## config.mk

```make
export PLATFORM = sky130hd
export DESIGN_NAME = servo_angle_slew_limiter
export DESIGN_NICKNAME = d
export VERILOG_FILES = /design/src/rtl/core/sasl_pkg.sv /design/src/rtl/core/sasl_mul.sv /design/src/rtl/core/sasl_div.sv /design/src/rtl/core/servo_angle_slew_limiter.sv
export SDC_FILE = /design/constraint.sdc
export NUM_CORES = 1
export LEC_CHECK = 0
export BUFFER_PORTS_ARGS = -buffer_cell sky130_fd_sc_hd__buf_2
export CAP_MARGIN = 10
export CORE_MARGIN = 2
export CORE_UTILIZATION = 30
export CTS_CLUSTER_DIAMETER = 30
export DETAILED_ROUTE_END_ITERATION = 12
export GPL_TIMING_DRIVEN = 0
export HOLD_SLACK_MARGIN = 0.05
export SYNTH_ARGS = -nofsm -noshare
export SYNTH_HDL_FRONTEND = slang
export SYNTH_SLANG_ARGS = --single-unit
```

## constraint.sdc

```tcl
create_clock -name aclk -period 10 [get_ports aclk]
set_clock_uncertainty 0.2 [all_clocks]
set_input_delay 0.5 -clock aclk [delete_from_list [all_inputs] [get_ports aclk]]
set_output_delay 0.5 -clock aclk [all_outputs]
set_load 0.02 [all_outputs]
```

## src/rtl/core/sasl_pkg.sv

```systemverilog
// Shared types, widths, request codes and reset values for the servo slew limiter.
`default_nettype none

package sasl_pkg;

    localparam int ANGLE_W    = 8;
    localparam int PULSE_W    = 12;
    localparam int INTERVAL_W = 10;
    localparam int PROD_W     = ANGLE_W + PULSE_W;
    localparam int CH_PORT_W  = 2;
    localparam int REQ_W      = 2;
    localparam int CFG_IDX_W  = 2;

    localparam int CHANNELS_DEF = 2;

    localparam logic [ANGLE_W-1:0]    MAX_DEG          = 8'd180;
    localparam logic [PULSE_W-1:0]    PULSE_MIN_RST    = 12'd500;
    localparam logic [PULSE_W-1:0]    PULSE_MAX_RST    = 12'd2500;
    localparam logic [INTERVAL_W-1:0] RAMP_INTERVAL_RST = 10'd20;
    localparam logic [ANGLE_W-1:0]    RAMP_STEP_RST    = 8'd1;

    localparam logic [REQ_W-1:0] REQ_TICK  = 2'd0;
    localparam logic [REQ_W-1:0] REQ_SET   = 2'd1;
    localparam logic [REQ_W-1:0] REQ_PINCH = 2'd2;

    localparam logic [CFG_IDX_W-1:0] CFG_PULSE_MIN = 2'd0;
    localparam logic [CFG_IDX_W-1:0] CFG_PULSE_MAX = 2'd1;
    localparam logic [CFG_IDX_W-1:0] CFG_INTERVAL  = 2'd2;
    localparam logic [CFG_IDX_W-1:0] CFG_STEP      = 2'd3;

    typedef struct packed {
        logic              done;
        logic [PROD_W-1:0] product;
    } mul_res_t;

    typedef struct packed {
        logic               done;
        logic [PULSE_W-1:0] quotient;
    } div_res_t;

endpackage

`default_nettype wire

```

## src/rtl/core/sasl_mul.sv

```systemverilog
// Bit-serial shift-and-add multiplier: angle times pulse span, one angle bit per cycle.
`default_nettype none

module sasl_mul (
    input  wire logic                         aclk,
    input  wire logic                         aresetn,
    input  wire logic                         start,
    input  wire logic [sasl_pkg::ANGLE_W-1:0] mplier,
    input  wire logic [sasl_pkg::PULSE_W-1:0] mcand,
    output sasl_pkg::mul_res_t                res
);

    localparam int CNT_W = $clog2(sasl_pkg::ANGLE_W);

    logic                         busy_reg, busy_next;
    logic                         done_reg, done_next;
    logic [CNT_W-1:0]             cnt_reg, cnt_next;
    logic [sasl_pkg::PROD_W-1:0]  acc_reg, acc_next;
    logic [sasl_pkg::PROD_W-1:0]  cand_reg, cand_next;
    logic [sasl_pkg::ANGLE_W-1:0] plier_reg, plier_next;

    always_comb begin
        busy_next  = busy_reg;
        done_next  = 1'b0;
        cnt_next   = cnt_reg;
        acc_next   = acc_reg;
        cand_next  = cand_reg;
        plier_next = plier_reg;
        if (start) begin
            busy_next  = 1'b1;
            cnt_next   = '0;
            acc_next   = '0;
            cand_next  = sasl_pkg::PROD_W'(mcand);
            plier_next = mplier;
        end else if (busy_reg) begin
            if (plier_reg[0]) begin
                acc_next = acc_reg + cand_reg;
            end
            cand_next  = {cand_reg[sasl_pkg::PROD_W-2:0], 1'b0};
            plier_next = {1'b0, plier_reg[sasl_pkg::ANGLE_W-1:1]};
            cnt_next   = cnt_reg + 1'b1;
            if (cnt_reg == CNT_W'(sasl_pkg::ANGLE_W - 1)) begin
                busy_next = 1'b0;
                done_next = 1'b1;
            end
        end
    end

    always_ff @(posedge aclk) begin
        if (!aresetn) begin
            busy_reg <= 1'b0;
            done_reg <= 1'b0;
            cnt_reg  <= '0;
        end else begin
            busy_reg <= busy_next;
            done_reg <= done_next;
            cnt_reg  <= cnt_next;
        end
        acc_reg   <= acc_next;
        cand_reg  <= cand_next;
        plier_reg <= plier_next;
    end

    assign res.done    = done_reg;
    assign res.product = acc_reg;

endmodule

`default_nettype wire

```

## src/rtl/core/sasl_div.sv

```systemverilog
// Bit-serial restoring divider by 180, one quotient bit per cycle.
`default_nettype none

module sasl_div (
    input  wire logic                        aclk,
    input  wire logic                        aresetn,
    input  wire logic                        start,
    input  wire logic [sasl_pkg::PROD_W-1:0] dividend,
    output sasl_pkg::div_res_t               res
);

    localparam int CNT_W = $clog2(sasl_pkg::PROD_W);

    logic                         busy_reg, busy_next;
    logic                         done_reg, done_next;
    logic [CNT_W-1:0]             cnt_reg, cnt_next;
    logic [sasl_pkg::PROD_W-1:0]  dvd_reg, dvd_next;
    logic [sasl_pkg::ANGLE_W-1:0] rem_reg, rem_next;
    logic [sasl_pkg::PULSE_W-1:0] quo_reg, quo_next;
    logic [sasl_pkg::ANGLE_W:0]   trial;
    logic                         fits;

    assign trial = {rem_reg, dvd_reg[sasl_pkg::PROD_W-1]};
    assign fits  = trial >= {1'b0, sasl_pkg::MAX_DEG};

    always_comb begin
        busy_next = busy_reg;
        done_next = 1'b0;
        cnt_next  = cnt_reg;
        dvd_next  = dvd_reg;
        rem_next  = rem_reg;
        quo_next  = quo_reg;
        if (start) begin
            busy_next = 1'b1;
            cnt_next  = '0;
            dvd_next  = dividend;
            rem_next  = '0;
            quo_next  = '0;
        end else if (busy_reg) begin
            rem_next = fits ? sasl_pkg::ANGLE_W'(trial - {1'b0, sasl_pkg::MAX_DEG})
                            : trial[sasl_pkg::ANGLE_W-1:0];
            quo_next = {quo_reg[sasl_pkg::PULSE_W-2:0], fits};
            dvd_next = {dvd_reg[sasl_pkg::PROD_W-2:0], 1'b0};
            cnt_next = cnt_reg + 1'b1;
            if (cnt_reg == CNT_W'(sasl_pkg::PROD_W - 1)) begin
                busy_next = 1'b0;
                done_next = 1'b1;
            end
        end
    end

    always_ff @(posedge aclk) begin
        if (!aresetn) begin
            busy_reg <= 1'b0;
            done_reg <= 1'b0;
            cnt_reg  <= '0;
        end else begin
            busy_reg <= busy_next;
            done_reg <= done_next;
            cnt_reg  <= cnt_next;
        end
        dvd_reg <= dvd_next;
        rem_reg <= rem_next;
        quo_reg <= quo_next;
    end

    assign res.done     = done_reg;
    assign res.quotient = quo_reg;

endmodule

`default_nettype wire

```

## src/rtl/core/servo_angle_slew_limiter.sv

```systemverilog
// Top level of the multi-channel servo angle slew limiter.
//
//  channel  | direction | ports
//  ---------+-----------+-----------------------------------------------------------
//  s_       | in        | s_valid s_ready s_req_type s_channel s_angle_deg
//  m_       | out       | m_valid m_ready m_out_channel m_current_deg m_target_deg
//           |           | m_pulse_us m_moved m_last_of_run
//  cfg_     | in        | cfg_valid cfg_ready cfg_index cfg_data
//
// A set-target or pinch-relief word visits the update state; a tick with no ramp step stays idle.
// A ramp step visits each channel in turn: the move, then the serial multiplier, then the
// serial divider by 180. The emit state after them loads the output register, and it
// waits while a result stalls.
// Reset is synchronous and active low; it clears the angles and the tick count and
// restores the configuration registers to their defaults.
// A word on the input may be taken while the last result still waits on the output.
`default_nettype none

module servo_angle_slew_limiter #(
    parameter int CHANNELS = sasl_pkg::CHANNELS_DEF
) (
    input  wire logic                           aclk,
    input  wire logic                           aresetn,
    input  wire logic                           s_valid,
    output logic                                s_ready,
    input  wire logic [sasl_pkg::REQ_W-1:0]     s_req_type,
    input  wire logic [sasl_pkg::CH_PORT_W-1:0] s_channel,
    input  wire logic [sasl_pkg::ANGLE_W-1:0]   s_angle_deg,
    output logic                                m_valid,
    input  wire logic                           m_ready,
    output logic [sasl_pkg::CH_PORT_W-1:0]      m_out_channel,
    output logic [sasl_pkg::ANGLE_W-1:0]        m_current_deg,
    output logic [sasl_pkg::ANGLE_W-1:0]        m_target_deg,
    output logic [sasl_pkg::PULSE_W-1:0]        m_pulse_us,
    output logic                                m_moved,
    output logic                                m_last_of_run,
    input  wire logic                           cfg_valid,
    output logic                                cfg_ready,
    input  wire logic [sasl_pkg::CFG_IDX_W-1:0] cfg_index,
    input  wire logic [sasl_pkg::PULSE_W-1:0]   cfg_data
);

    localparam int CH_W = (CHANNELS > 1) ? $clog2(CHANNELS) : 1;
    localparam int AW   = sasl_pkg::ANGLE_W;
    localparam int PW   = sasl_pkg::PULSE_W;
    localparam int IW   = sasl_pkg::INTERVAL_W;

    typedef enum logic [5:0] {
        ST_IDLE = 6'b000001,
        ST_UPD  = 6'b000010,
        ST_CALC = 6'b000100,
        ST_MUL  = 6'b001000,
        ST_DIV  = 6'b010000,
        ST_EMIT = 6'b100000
    } state_t;

    state_t state_reg, state_next;

    logic [PW-1:0]   pmin_reg, pmax_reg;
    logic [IW-1:0]   interval_reg, ms_reg, ms_next, ms_inc;
    logic [AW-1:0]   step_reg;
    logic [AW-1:0]   cur_reg [CHANNELS];
    logic [AW-1:0]   tgt_reg [CHANNELS];
    logic [CH_W-1:0] idx_reg, idx_next;
    logic [sasl_pkg::REQ_W-1:0] req_reg, req_next;
    logic [AW-1:0]   deg_reg, deg_next;

    logic [AW-1:0]   res_cur_reg, res_cur_next;
    logic [AW-1:0]   res_tgt_reg, res_tgt_next;
    logic            res_moved_reg, res_moved_next;
    logic [PW-1:0]   pulse_reg, pulse_next;

    logic            m_valid_reg, m_valid_next;
    logic [sasl_pkg::CH_PORT_W-1:0] m_ch_reg;
    logic [AW-1:0]   m_cur_reg, m_tgt_reg;
    logic [PW-1:0]   m_pulse_reg;
    logic            m_moved_reg, m_last_reg;
    logic            m_load;

    logic            s_fire, ch_ok, is_last;
    logic [AW-1:0]   cur_sel, tgt_sel, ang_next, gap_deg, upd_tgt;
    logic [AW:0]     back_sum;
    logic            wr_cur, wr_tgt;
    logic            span_up;
    logic [PW-1:0]   span;
    logic            mul_start, div_start;
    sasl_pkg::mul_res_t mul_res;
    sasl_pkg::div_res_t div_res;

    assign s_ready   = (state_reg == ST_IDLE);
    assign s_fire    = s_valid && s_ready;
    assign cfg_ready = 1'b1;
    assign ch_ok     = {1'b0, s_channel} < 3'(CHANNELS);
    assign is_last   = (idx_reg == CH_W'(CHANNELS - 1));
    assign cur_sel   = cur_reg[idx_reg];
    assign tgt_sel   = tgt_reg[idx_reg];
    assign ms_inc    = ms_reg + 1'b1;
    assign span_up   = (pmax_reg >= pmin_reg);
    assign span      = span_up ? (pmax_reg - pmin_reg) : (pmin_reg - pmax_reg);
    assign back_sum  = {1'b0, cur_sel} + {1'b0, deg_reg};

    // Ramp move: step toward the target, snapping once within one step.
    always_comb begin
        ang_next = cur_sel;
        gap_deg  = '0;
        if (tgt_sel > cur_sel) begin
            gap_deg  = tgt_sel - cur_sel;
            ang_next = (gap_deg > step_reg) ? (cur_sel + step_reg) : tgt_sel;
        end else if (tgt_sel < cur_sel) begin
            gap_deg  = cur_sel - tgt_sel;
            ang_next = (gap_deg > step_reg) ? (cur_sel - step_reg) : tgt_sel;
        end
    end

    // Target update for set-target and pinch-relief words.
    always_comb begin
        upd_tgt = tgt_sel;
        case (req_reg)
            sasl_pkg::REQ_SET: begin
                upd_tgt = (deg_reg > sasl_pkg::MAX_DEG) ? sasl_pkg::MAX_DEG : deg_reg;
            end
            sasl_pkg::REQ_PINCH: begin
                if (tgt_sel >= cur_sel) begin
                    upd_tgt = (deg_reg >= cur_sel) ? '0 : (cur_sel - deg_reg);
                end else begin
                    upd_tgt = (back_sum > {1'b0, sasl_pkg::MAX_DEG}) ? sasl_pkg::MAX_DEG
                                                                      : back_sum[AW-1:0];
                end
            end
            default: begin
                upd_tgt = tgt_sel;
            end
        endcase
    end

    always_comb begin
        state_next     = state_reg;
        idx_next       = idx_reg;
        req_next       = req_reg;
        deg_next       = deg_reg;
        ms_next        = ms_reg;
        res_cur_next   = res_cur_reg;
        res_tgt_next   = res_tgt_reg;
        res_moved_next = res_moved_reg;
        pulse_next     = pulse_reg;
        wr_cur         = 1'b0;
        wr_tgt         = 1'b0;
        mul_start      = 1'b0;
        div_start      = 1'b0;
        m_load         = 1'b0;
        case (state_reg)
            ST_IDLE: begin
                if (s_fire) begin
                    req_next = s_req_type;
                    deg_next = s_angle_deg;
                    idx_next = s_channel[CH_W-1:0];
                    if (s_req_type == sasl_pkg::REQ_TICK) begin
                        idx_next = '0;
                        if (ms_inc >= interval_reg) begin
                            ms_next    = '0;
                            state_next = ST_CALC;
                        end else begin
                            ms_next = ms_inc;
                        end
                    end else if ((s_req_type == sasl_pkg::REQ_SET ||
                                  s_req_type == sasl_pkg::REQ_PINCH) && ch_ok) begin
                        state_next = ST_UPD;
                    end
                end
            end
            ST_UPD: begin
                wr_tgt     = 1'b1;
                state_next = ST_IDLE;
            end
            ST_CALC: begin
                wr_cur         = 1'b1;
                res_cur_next   = ang_next;
                res_tgt_next   = tgt_sel;
                res_moved_next = (ang_next != cur_sel);
                mul_start      = 1'b1;
                state_next     = ST_MUL;
            end
            ST_MUL: begin
                if (mul_res.done) begin
                    div_start  = 1'b1;
                    state_next = ST_DIV;
                end
            end
            ST_DIV: begin
                if (div_res.done) begin
                    pulse_next = span_up ? (pmin_reg + div_res.quotient)
                                         : (pmin_reg - div_res.quotient);
                    state_next = ST_EMIT;
                end
            end
            ST_EMIT: begin
                if (!m_valid_reg || m_ready) begin
                    m_load = 1'b1;
                    if (is_last) begin
                        state_next = ST_IDLE;
                    end else begin
                        idx_next   = idx_reg + 1'b1;
                        state_next = ST_CALC;
                    end
                end
            end
            default: begin
                state_next = ST_IDLE;
            end
        endcase
    end

    assign m_valid_next = m_load ? 1'b1 : (m_ready ? 1'b0 : m_valid_reg);

    always_ff @(posedge aclk) begin
        if (!aresetn) begin
            state_reg    <= ST_IDLE;
            idx_reg      <= '0;
            ms_reg       <= '0;
            m_valid_reg  <= 1'b0;
            pmin_reg     <= sasl_pkg::PULSE_MIN_RST;
            pmax_reg     <= sasl_pkg::PULSE_MAX_RST;
            interval_reg <= sasl_pkg::RAMP_INTERVAL_RST;
            step_reg     <= sasl_pkg::RAMP_STEP_RST;
            for (int i = 0; i < CHANNELS; i++) begin
                cur_reg[i] <= '0;
                tgt_reg[i] <= '0;
            end
        end else begin
            state_reg   <= state_next;
            idx_reg     <= idx_next;
            ms_reg      <= ms_next;
            m_valid_reg <= m_valid_next;
            if (wr_cur) begin
                cur_reg[idx_reg] <= ang_next;
            end
            if (wr_tgt) begin
                tgt_reg[idx_reg] <= upd_tgt;
            end
            if (cfg_valid && cfg_ready) begin
                case (cfg_index)
                    sasl_pkg::CFG_PULSE_MIN: pmin_reg <= cfg_data;
                    sasl_pkg::CFG_PULSE_MAX: pmax_reg <= cfg_data;
                    sasl_pkg::CFG_INTERVAL:  interval_reg <= cfg_data[IW-1:0];
                    sasl_pkg::CFG_STEP:      step_reg <= cfg_data[AW-1:0];
                    default: begin
                    end
                endcase
            end
        end
        req_reg       <= req_next;
        deg_reg       <= deg_next;
        res_cur_reg   <= res_cur_next;
        res_tgt_reg   <= res_tgt_next;
        res_moved_reg <= res_moved_next;
        pulse_reg     <= pulse_next;
        if (m_load) begin
            m_ch_reg    <= sasl_pkg::CH_PORT_W'(idx_reg);
            m_cur_reg   <= res_cur_reg;
            m_tgt_reg   <= res_tgt_reg;
            m_pulse_reg <= pulse_reg;
            m_moved_reg <= res_moved_reg;
            m_last_reg  <= is_last;
        end
    end

    sasl_mul u_mul (
        .aclk    (aclk),
        .aresetn (aresetn),
        .start   (mul_start),
        .mplier  (ang_next),
        .mcand   (span),
        .res     (mul_res)
    );

    sasl_div u_div (
        .aclk     (aclk),
        .aresetn  (aresetn),
        .start    (div_start),
        .dividend (mul_res.product),
        .res      (div_res)
    );

    assign m_valid       = m_valid_reg;
    assign m_out_channel = m_ch_reg;
    assign m_current_deg = m_cur_reg;
    assign m_target_deg  = m_tgt_reg;
    assign m_pulse_us    = m_pulse_reg;
    assign m_moved       = m_moved_reg;
    assign m_last_of_run = m_last_reg;

    // Angles never leave the servo's travel range.
    for (genvar g = 0; g < CHANNELS; g++) begin : g_range_chk
        a_cur_range: assert property (@(posedge aclk) disable iff (!aresetn)
            cur_reg[g] <= sasl_pkg::MAX_DEG)
            else $error("current angle beyond 180 degrees");
        a_tgt_range: assert property (@(posedge aclk) disable iff (!aresetn)
            tgt_reg[g] <= sasl_pkg::MAX_DEG)
            else $error("target angle beyond 180 degrees");
    end

    // A freshly loaded pulse width lies between the two pulse limits.
    a_pulse_span: assert property (@(posedge aclk) disable iff (!aresetn)
        $rose(m_valid_reg) |->
            ((m_pulse_reg >= pmin_reg && m_pulse_reg <= pmax_reg) ||
             (m_pulse_reg <= pmin_reg && m_pulse_reg >= pmax_reg)))
        else $error("pulse width outside the configured limits");

endmodule

`default_nettype wire
```

# Word-level counts from Yosys, hierarchy flattened
# Memory sizes are Yosys's and may differ from the RTL's. A register that Yosys moved wholly into a read port is not among the register bits.
# Index checks and enable logic that the tools add are counted.
dict set report totals {
  register_bits 229
  ramBits 32
  mem_count 2
}
# name words width rd rd_ports_with_merged_regs wr line_no
set memory_table {}
lappend memory_table {cur_reg 2 8 1 1 2 servo_angle_slew_limiter.sv:62} ;# logic [AW-1:0] cur_reg [CHANNELS];
lappend memory_table {tgt_reg 2 8 1 1 2 servo_angle_slew_limiter.sv:63} ;# logic [AW-1:0] tgt_reg [CHANNELS];
dict set report classes {
  n_addsub 16
  magnitude_cmp 12
  eq_ne 22
  mux 66
  n_bitwise 3
  n_reduce_logical 27
}
# op n
set op_table {}
lappend op_table {{$mux W8} 13}
lappend op_table {{$mux W12} 4}
lappend op_table {{$mux W6} 7}
lappend op_table {{$mux W20} 2}
lappend op_table {{$sub A12 B12 Y12} 3}
lappend op_table {{$mux W1} 35}
lappend op_table {{$sub A8 B8 Y8} 4}
lappend op_table {{$pmux W6 S5} 1}
lappend op_table {{$gt A8 B8 Y1} 3}
lappend op_table {{$add A20 B20 Y20} 1}
lappend op_table {{$ge A8 B8 Y1} 2}
lappend op_table {{$pmux W8 S2} 1}
lappend op_table {{$reduce_or A8 Y1} 2}
lappend op_table {{$reduce_and A2 Y1} 7}
lappend op_table {{$add A12 B12 Y12} 1}
lappend op_table {{$ge A12 B12 Y1} 1}
lappend op_table {{$add A10 B1 Y10 const B} 1}
lappend op_table {{$ge A10 B10 Y1} 1}
lappend op_table {{$mux W10} 1}
lappend op_table {{$add A8 B8 Y9} 1}
lappend op_table {{$ge A9 B8 Y1 const B} 1}
lappend op_table {{$gt A9 B8 Y1 const B} 1}
lappend op_table {{$add A8 B8 Y8} 1}
lappend op_table {{$eq A2 B2 Y1 const B} 4}
lappend op_table {{other kinds (33)} 48}

# Longest topological paths before layout
# Gate-level depths: netlist (run 1).
dict set report logic_depth {
  depth_word 7
  depth_mapped 25
}

# Modules after synthesis
# A second synthesis (run 1) with hierarchy kept.
dict set report hier_totals {
  hier_cells 1648
  area_unflattened_um2 16095.4
}
# mod instances cells_per_inst area_per_inst_um2 seq_area_each_um2
set modules_own_cells {}
lappend modules_own_cells {servo_angle_slew_limiter 1 1176 11094.4 4254.1}
lappend modules_own_cells {sasl_mul 1 309 3024.2 1261.2}
lappend modules_own_cells {sasl_div 1 163 1976.9 1141.1}

# Worst setup path after synthesis (run 1)
# OpenSTA, ideal clock, no wires.
dict set report synth_timing {
  path_type {flip-flop to flip-flop}
  startpoint {reg (tool-made name)}
  endpoint {reg res_moved_reg, data pin}
  setup_ps 269
  t_arrival_ps 4885
  t_required_ps 9531
  slack_ps 4646
  path_stages_with_launch 23
  path_buffers 3
  path_cell_list {dfxtp_1 -> buf_2 -> buf_2 -> mux2i_1 -> inv_1 -> ha_1 -> a21oi_1 -> o21bai_1 -> a21o_1 -> a21oi_1 -> o21bai_1 -> a21oi_1 -> xnor2_1 -> ha_1 -> nand4_1 -> a211o_1 -> and2_1 -> buf_2 -> a21oi_1 -> mux2i_1 -> o2111ai_1 -> a211oi_1 -> nand4_1}
}
# element line_no
set synth_lines {}
lappend synth_lines {{to (signal assigned)} servo_angle_slew_limiter.sv:255} ;# res_moved_reg <= res_moved_next;
lappend synth_lines {{to (decl)} servo_angle_slew_limiter.sv:70} ;# logic res_moved_reg, res_moved_next;

==> flow_summary.ini, run 1 <==
[status]
status = finished clean

[grt]
antenna_found_initial = 1
track_usage = 0.151
grt.overflow.total = 0
grt_pass1_vias = 12100
grt_max_degree = 27
grt_pass1_wl_mm = 64.8

[synth]
synth_cells = 1648
synth_xor_area_frac = 0.0550
post-synth-top-count-cell = nand2_1
netlist.area_leader.share = 0.269
synth_top_family_by_area = compound AO/OA/AOI/OAI gates
yosysSeqAreaShare = 0.422
synth-compound-area-share = 0.155
syn-cell-area_mm2 = 0.0158
synth_cell_types = 81
synthAdderAreaFrac = 0.120
synthArstFlopShare = 0
synthSimpleGateAreaFrac = 0.147
synth.avg_cell_area_um2 = 9.56
synth_flop_cell = edfxtp_1
synth-seq-cells = 262
syn_nets = 1824
synth_edf_count = 141
synthMuxAreaShare = 0.0531
synth_area_leaders = edfxtp_1 27%, dfxtp_1 15%, ha_1 11%, nand2_1 4.3%, mux2i_1 3.8%
synth.top_cells.by_count = 181 x nand2_1, 141 x edfxtp_1, 139 x nor2_1, 135 x ha_1, 121 x dfxtp_1
yosys.area.top_type = edfxtp_1
synth_warnings = 0

[floorplan]
fp-row-count = 84
ioPinCount = 66
initial_core_util = 0.302
die_h_um = 233
dieArea_mm2 = 0.0544
coreArea_mm2 = 0.0522
die_x_um = 233

[detailed_routing]
dr_wl_met2_mm = 18.7
wl_met1_mm = 19.1
initialDrtViolationCount = 775
topRoutingLayerUsed = met4
ant_nets = 0
drt_pass1_iterations = 5
avgRoutedWirePerCell_um = 16.3
drc = 0
wirelength_mm = 41.1
met3_length_mm = 2.31
vias = 12400
viasPerCell = 4.91

[critical_path]
critPathRequiredTime_ns = 10.12
crit_type = reg2reg
cpPeakStageDelay_ns = 0.89
worstPathArrival_ns = 7.18
end_kind = register
cp-start-kind = register
crit_buf_inv = 4
path_delay_family = compound AO/OA/AOI/OAI gates
timing.rr.end = res_moved_reg
crit_slowest_cell = mux2i_1
rrSetupSlack_ns = 2.95
cp-endpoint = res_moved_reg
path_max_fanout = 10
cp_cell_sequence = buf_2, buf_2, mux2i_1, inv_1, ha_1, a21oi_1, o21bai_1, a21o_1, a21oi_1, o21bai_1, a21oi_1, xnor2_1, ha_1, nand4_1, o21ai_1, and2_1, buf_2, a211oi_1, o22ai_1, xnor2_1, nor2_1, nand4_1
cp_num_cells = 22
r2r_cells = 22

[timing]
maxSlewHeadroom = 0.302
rsz0062_at_grt = no
layout_min_cycle_time_ns = 7.05
setup_ws_ns = 2.95
hold_violations = 0
fmax_mhz = 142
finalSetupViolCount = 0
final_max_slew_viol_count = 0
max_slew.worst_pin.slew_ns = 1.02
fin_crit_sh = 0.705
timing.setup.tns_ns = 0

[place]
dp_cells = 2400
port_buffers = 63
place_congestion = 0.917
hpwl_mm = 31.2
dp_slack_ns = 2.99

[power]
clkPwrFrac = 0.444
swShare = 0.319
p_int_mw = 2.89
ir_drop_mv = 0.121
powerDensity_mw_per_mm2 = 222
seq_power_share = 0.287
p_sw_mw = 1.35
p_comb_frac = 0.269
p_leak_nw = 7.82

[cells_and_area]
n_fill_cell = 5164
finish.net_count = 1965
final_core_util = 0.366
antenna_cells = 0
drive_gt1_frac = 0.120
syn2layout_area_growth_pct = 21.2
fin_cells = 2522

[cts]
h-tree-depth = 2
clk_latency_ns = 0.61
path_clk_slew_ns = 0.05
cts_tree = done
cts_sinks = 262
root_buffer = clkbuf_16
cts_resized = 0
ctsLongestPathBuffers = 3
numCtsBuffers = 53

[job]
drv_cap = 0

[hold_path]
min_path_cells = 4
hp-class = in2reg
==> worst min path at each step <==
stage                         startpoint                to  slack [ns]
after floorplan           res_cur_reg[0]  m_current_deg[0]        0.20
after global placement    res_tgt_reg[3]   m_target_deg[3]        0.20
after detailed placement  res_tgt_reg[5]   m_target_deg[5]        0.21
after CTS                   cfg_index[1]       pmax_reg[3]        0.12
after global routing        cfg_index[0]      pmin_reg[10]        0.18
final                       cfg_index[1]       pmax_reg[3]        0.16
==> per-stage QoR <==
stage	area (um^2)	hold WS [ns]	power (mW)
2_1_floorplan	15800	0.200	2.06
3_3_place_gp	16900	0.201	2.35
3_5_place_dp	17000	0.205	2.36
4_1_cts	19100	0.118	4.28
5_1_grt	19100	0.183	4.47
6_report	19100	0.162	4.24
==> power groups by stage <==
| stage | sequential [mW] | combinational (mW) | clock (mW) |
|---|---|---|---|
| after floorplan | 1.22 | 0.834 | 0 |
| after global placement | 1.24 | 1.11 | 0 |
| after detailed placement | 1.24 | 1.12 | 0 |
| after CTS | 1.22 | 1.14 | 1.92 |
| after global routing | 1.22 | 1.27 | 1.98 |
| final | 1.22 | 1.14 | 1.88 |
==> timing repair <==
action | in CTS | in global routing
buffers inserted | 0 | 0
hold buffers | 22 | 0
setup endpoints to repair | 0 | 0
hold endpoints to repair | 51 | 0
==> cell type report <==
class / instances / area [um^2] / share of cell area
sequential: 262 / 6660 / 0.348
buffer: 68 / 299 / 0.0157
clock inverter: 39 / 547 / 0.0286
tap: 688 / 861 / 0.0451
multi-input combinational: 1200 / 8370 / 0.438
clock buffer: 61 / 1370 / 0.0715
inverter: 118 / 443 / 0.0232
timing repair buffer: 86 / 563 / 0.0295
==> worst reg2reg max path, stage by stage, from the launching register on <==
cell and delay (ns):
dfxtp_1 0.30, buf_2 0.24, buf_2 0.37, mux2i_1 0.89
inv_1 0.55, ha_1 0.48, a21oi_1 0.17, o21bai_1 0.11
a21o_1 0.20, a21oi_1 0.23, o21bai_1 0.09, a21oi_1 0.18
xnor2_1 0.08, ha_1 0.32, nand4_1 0.18, o21ai_1 0.50
and2_1 0.26, buf_2 0.25, a211oi_1 0.10, o22ai_1 0.71
xnor2_1 0.14, nor2_1 0.11, nand4_1 0.10
==> cell families (layout without fill, tap and decap cells) <==
family,count (synthesis),in the layout
other,2,2
xor gates and xnor gates,99,99
muxes,81,81
buffers and inverters,186,372
AOI/OAI and AO/OA,371,371
adders and majority gates,145,145
and+or+nand+nor,502,502
DFF,262,262
==> placed cells by master, fill, tap and decap left out, types with 24 or more instances in the layout <==
| master | synthesis | final |
|---|---|---|
| nand2_1 | 181 | 181 |
| edfxtp_1 | 141 | 141 |
| nor2_1 | 139 | 139 |
| ha_1 | 135 | 135 |
| dfxtp_1 | 121 | 121 |
| inv_1 | 117 | 117 |
| a21oi_1 | 100 | 100 |
| o21ai_0 | 85 | 85 |
| buf_2 | 16 | 79 |
| xnor2_1 | 64 | 64 |
| mux2i_1 | 60 | 60 |
| clkbuf_16 | 0 | 53 |
| clkbuf_1 | 41 | 47 |
| xor2_1 | 35 | 35 |
| nand3_1 | 31 | 31 |
| a21o_1 | 30 | 30 |
| nor2b_1 | 31 | 30 |
| nor3_1 | 24 | 24 |
==> routing by layer <==
layer  track usage  vias to the layer above
li1              -                     6135
met1         0.201                     5858
met2         0.244                      309
met3        0.0344                       77
met4        0.0450                        0
met5             0                        -
Power figures use the tool's default switching activity.
==> inputs of run 2 (changes only) <==
--- a/config.mk
+++ b/config.mk
@@ -5,6 +5,7 @@
 export SDC_FILE = /design/constraint.sdc
 export NUM_CORES = 1
 export LEC_CHECK = 0
+export ABC_AREA = 1
 export BUFFER_PORTS_ARGS = -buffer_cell sky130_fd_sc_hd__buf_2
 export CAP_MARGIN = 10
 export CORE_MARGIN = 2
==> constraint.sdc (replaced) <==
create_clock -name aclk -period 6.73 [get_ports aclk]
set_clock_uncertainty 0.2 [all_clocks]
set_input_delay 0.3365 -clock aclk [delete_from_list [all_inputs] [get_ports aclk]]
set_output_delay 0.3365 -clock aclk [all_outputs]
set_load 0.02 [all_outputs]
==> run 2 against run 1 <==
Compared with the run above:
- maximum frequency is 13% higher
- sequential power is 68% higher
- flip-flop and latch count stayed put
- sequential share of layout area is 1.2 points lower
- critical path type unchanged
- total power is 120% higher
- critical endpoint unchanged
- combinational power grew to 3.7 times the previous value
- synthesized cell count is 19% higher
- via count is 13% higher
- global-route usage is 0.78 points higher
- wire length is 8.3% higher
==> flow_summary.ini, run 2 <==
[status]
status = finished clean

[timing]
fin_crit_sh = 0.931
max_slew.worst_pin.slew_ns = 1.18
finalSetupViolCount = 0
maxSlewHeadroom = 0.206
layout_min_cycle_time_ns = 6.27
fmax_mhz = 160
setup_ws_ns = 0.462
timing.setup.tns_ns = 0
final_max_slew_viol_count = 0
hold_violations = 0
rsz0062_at_grt = no

[cts]
cts_sinks = 262
cts_hold_buf = 39
h-tree-depth = 2
numCtsBuffers = 59
root_buffer = clkbuf_16
cts_tree = done
cts_resized = 0
path_clk_slew_ns = 0.05
post_cts_buffers = 0
clk_latency_ns = 0.62
ctsLongestPathBuffers = 3

[critical_path]
crit_type = reg2reg
cp_num_cells = 29
rrSetupSlack_ns = 0.46
critPathRequiredTime_ns = 6.86
path_max_fanout = 10
worstPathArrival_ns = 6.40
crit_buf_inv = 5
cp-start-kind = register
crit_path_frequent_cell = nand2_1
cpPeakStageDelay_ns = 0.94
end_kind = register
crit_slowest_cell = o21ai_0
r2r_cells = 29
path_delay_family = simple AND/OR/NAND/NOR gates
timing.rr.end = res_moved_reg

[floorplan]
initial_core_util = 0.305
die_x_um = 236
fp-row-count = 84
ioPinCount = 66
die_h_um = 236
dieArea_mm2 = 0.0556
coreArea_mm2 = 0.0529

[power]
p_comb_frac = 0.458
swShare = 0.423
clkPwrFrac = 0.317
powerDensity_mw_per_mm2 = 462
p_int_mw = 5.27
ir_drop_mv = 0.280
p_leak_nw = 8.99
p_sw_mw = 3.87
seq_power_share = 0.225

[detailed_routing]
avgRoutedWirePerCell_um = 15.5
wirelength_mm = 44.5
ant_nets = 0
drc = 0
drt_pass1_iterations = 7
vias = 13900
viasPerCell = 4.85
initialDrtViolationCount = 840

[synth]
synthArstFlopShare = 0
synth_warnings = 0
synth-seq-cells = 262
synth_area_leaders = edfxtp_1 26%, dfxtp_1 15%, ha_1 10%, nand2_1 9.7%, inv_1 6.2%
syn-cell-area_mm2 = 0.0161
synth.top_cells.by_count = 418 x nand2_1, 266 x inv_1, 145 x nor2_1, 143 x a21oi_1, 141 x edfxtp_1
synth_flop_cell = edfxtp_1
synth_cell_types = 65
yosysSeqAreaShare = 0.413
post-synth-top-count-cell = nand2_1
syn_nets = 2145
synth_edf_count = 141
yosys.area.top_type = edfxtp_1
synth.avg_cell_area_um2 = 8.19
synth_cells = 1969
netlist.area_leader.share = 0.263

[cells_and_area]
final_cell_mix = 418 x nand2_1, 266 x inv_1, 144 x nor2_1
antenna_cells = 0
syn2layout_area_growth_pct = 22.7
drive_gt1_frac = 0.118
n_fill_cell = 5317
final_common_cell = nand2_1
finish.net_count = 2309
fin_cells = 2872
seq_area_mm2 = 0.00666
multi_input_area_mm2 = 0.00809

[grt]
grt_max_degree = 30
antenna_found_initial = 0
grt_pass1_vias = 13700
grt.overflow.total = 0
grt_pass1_wl_mm = 72.0
track_usage = 0.159

[hold_path]
hold_end = m_target_deg[5]
min_path_cells = 0
min_from = res_tgt_reg[5]
hp-class = reg2reg

[place]
hpwl_mm = 33.7
place_congestion = 0.903
port_buffers = 62
dp_cells = 2720
dp_slack_ns = 0.537

[job]
drv_cap = 0
-- run 2: cell types whose count changed in the layout (fill, tap and decap cells not counted), moves of 26 or more --
cell,previous run,this run
nor2b_1,30,1
o21ai_0,85,111
xnor2_1,64,19
inv_1,117,266
xor2_1,35,70
a21oi_1,100,143
nand3_1,31,97
nand2_1,181,418
mux2i_1,60,0
-- run 2: cell type report --
type | instances | area share
Tap cell | 688 | 0.0435
Multi-Input combinational cell | 1366 | 0.409
Timing Repair Buffer | 103 | 0.0372
Inverter | 280 | 0.0538
Clock buffer | 67 | 0.0781
Buffer | 61 | 0.0163
Clock inverter | 45 | 0.0261
Sequential cell | 262 | 0.336
-- run 2: cell families after synthesis --
| family | synth area share |
|---|---|
| flops | 0.413 |
| fa+ha+maj | 0.117 |
| xor+xnor | 0.0497 |
| other cells | 0.000466 |
| simple gates | 0.199 |
| compound gates | 0.135 |
| buf+inv | 0.0861 |
-- run 2: worst max-delay path by stage --
stage / from / to
after floorplan: register / res_moved_reg
after global placement: register / res_moved_reg
after detailed placement: register / res_moved_reg
after CTS: register / res_moved_reg
after global routing: register / res_moved_reg
final: register / res_moved_reg
-- run 2: worst reg2reg max path, delay by kind of cell, from the launching register on --
kind / cells / cell delay (ns)
compound gates: 3 / 1.31
xor+xnor: 1 / 0.16
buf+inv: 5 / 1.27
simple gates: 18 / 1.96
fa+ha+maj: 2 / 0.84
flops: 1 / 0.29
-- run 2: routing by layer --
layer	up-vias	share of wire	GRT usage
li1	6911	-	-
met1	6544	0.46	0.211
met2	397	0.46	0.263
met3	83	0.052	0.0242
met4	0	0.027	0.0525
met5	-	0	0
-- run 2: metrics by stage --
| step | area [um^2] | utilization | hold slack, ns | power (mW) |
|---|---|---|---|---|
| 2_1_floorplan | 16100 | - | 0.200 | 5.11 |
| 3_3_place_gp | 17300 | 0.327 | 0.203 | 6.08 |
| 3_5_place_dp | 17300 | 0.328 | 0.205 | 6.14 |
| 4_1_cts | 19800 | 0.374 | 0.216 | 9.12 |
| 5_1_grt | 19800 | 0.374 | 0.222 | 9.80 |
| 6_report | 19800 | 0.374 | 0.215 | 9.15 |
-- run 2: power groups by stage --
stage                     combinational, mW  clock (mW)  sequential (mW)
final                                  4.19        2.90             2.05
after global routing                   4.70        3.03             2.07
after CTS                              4.12        2.95             2.05
after detailed placement               4.06           0             2.08
after global placement                 4.01           0             2.08
after floorplan                        3.06           0             2.06
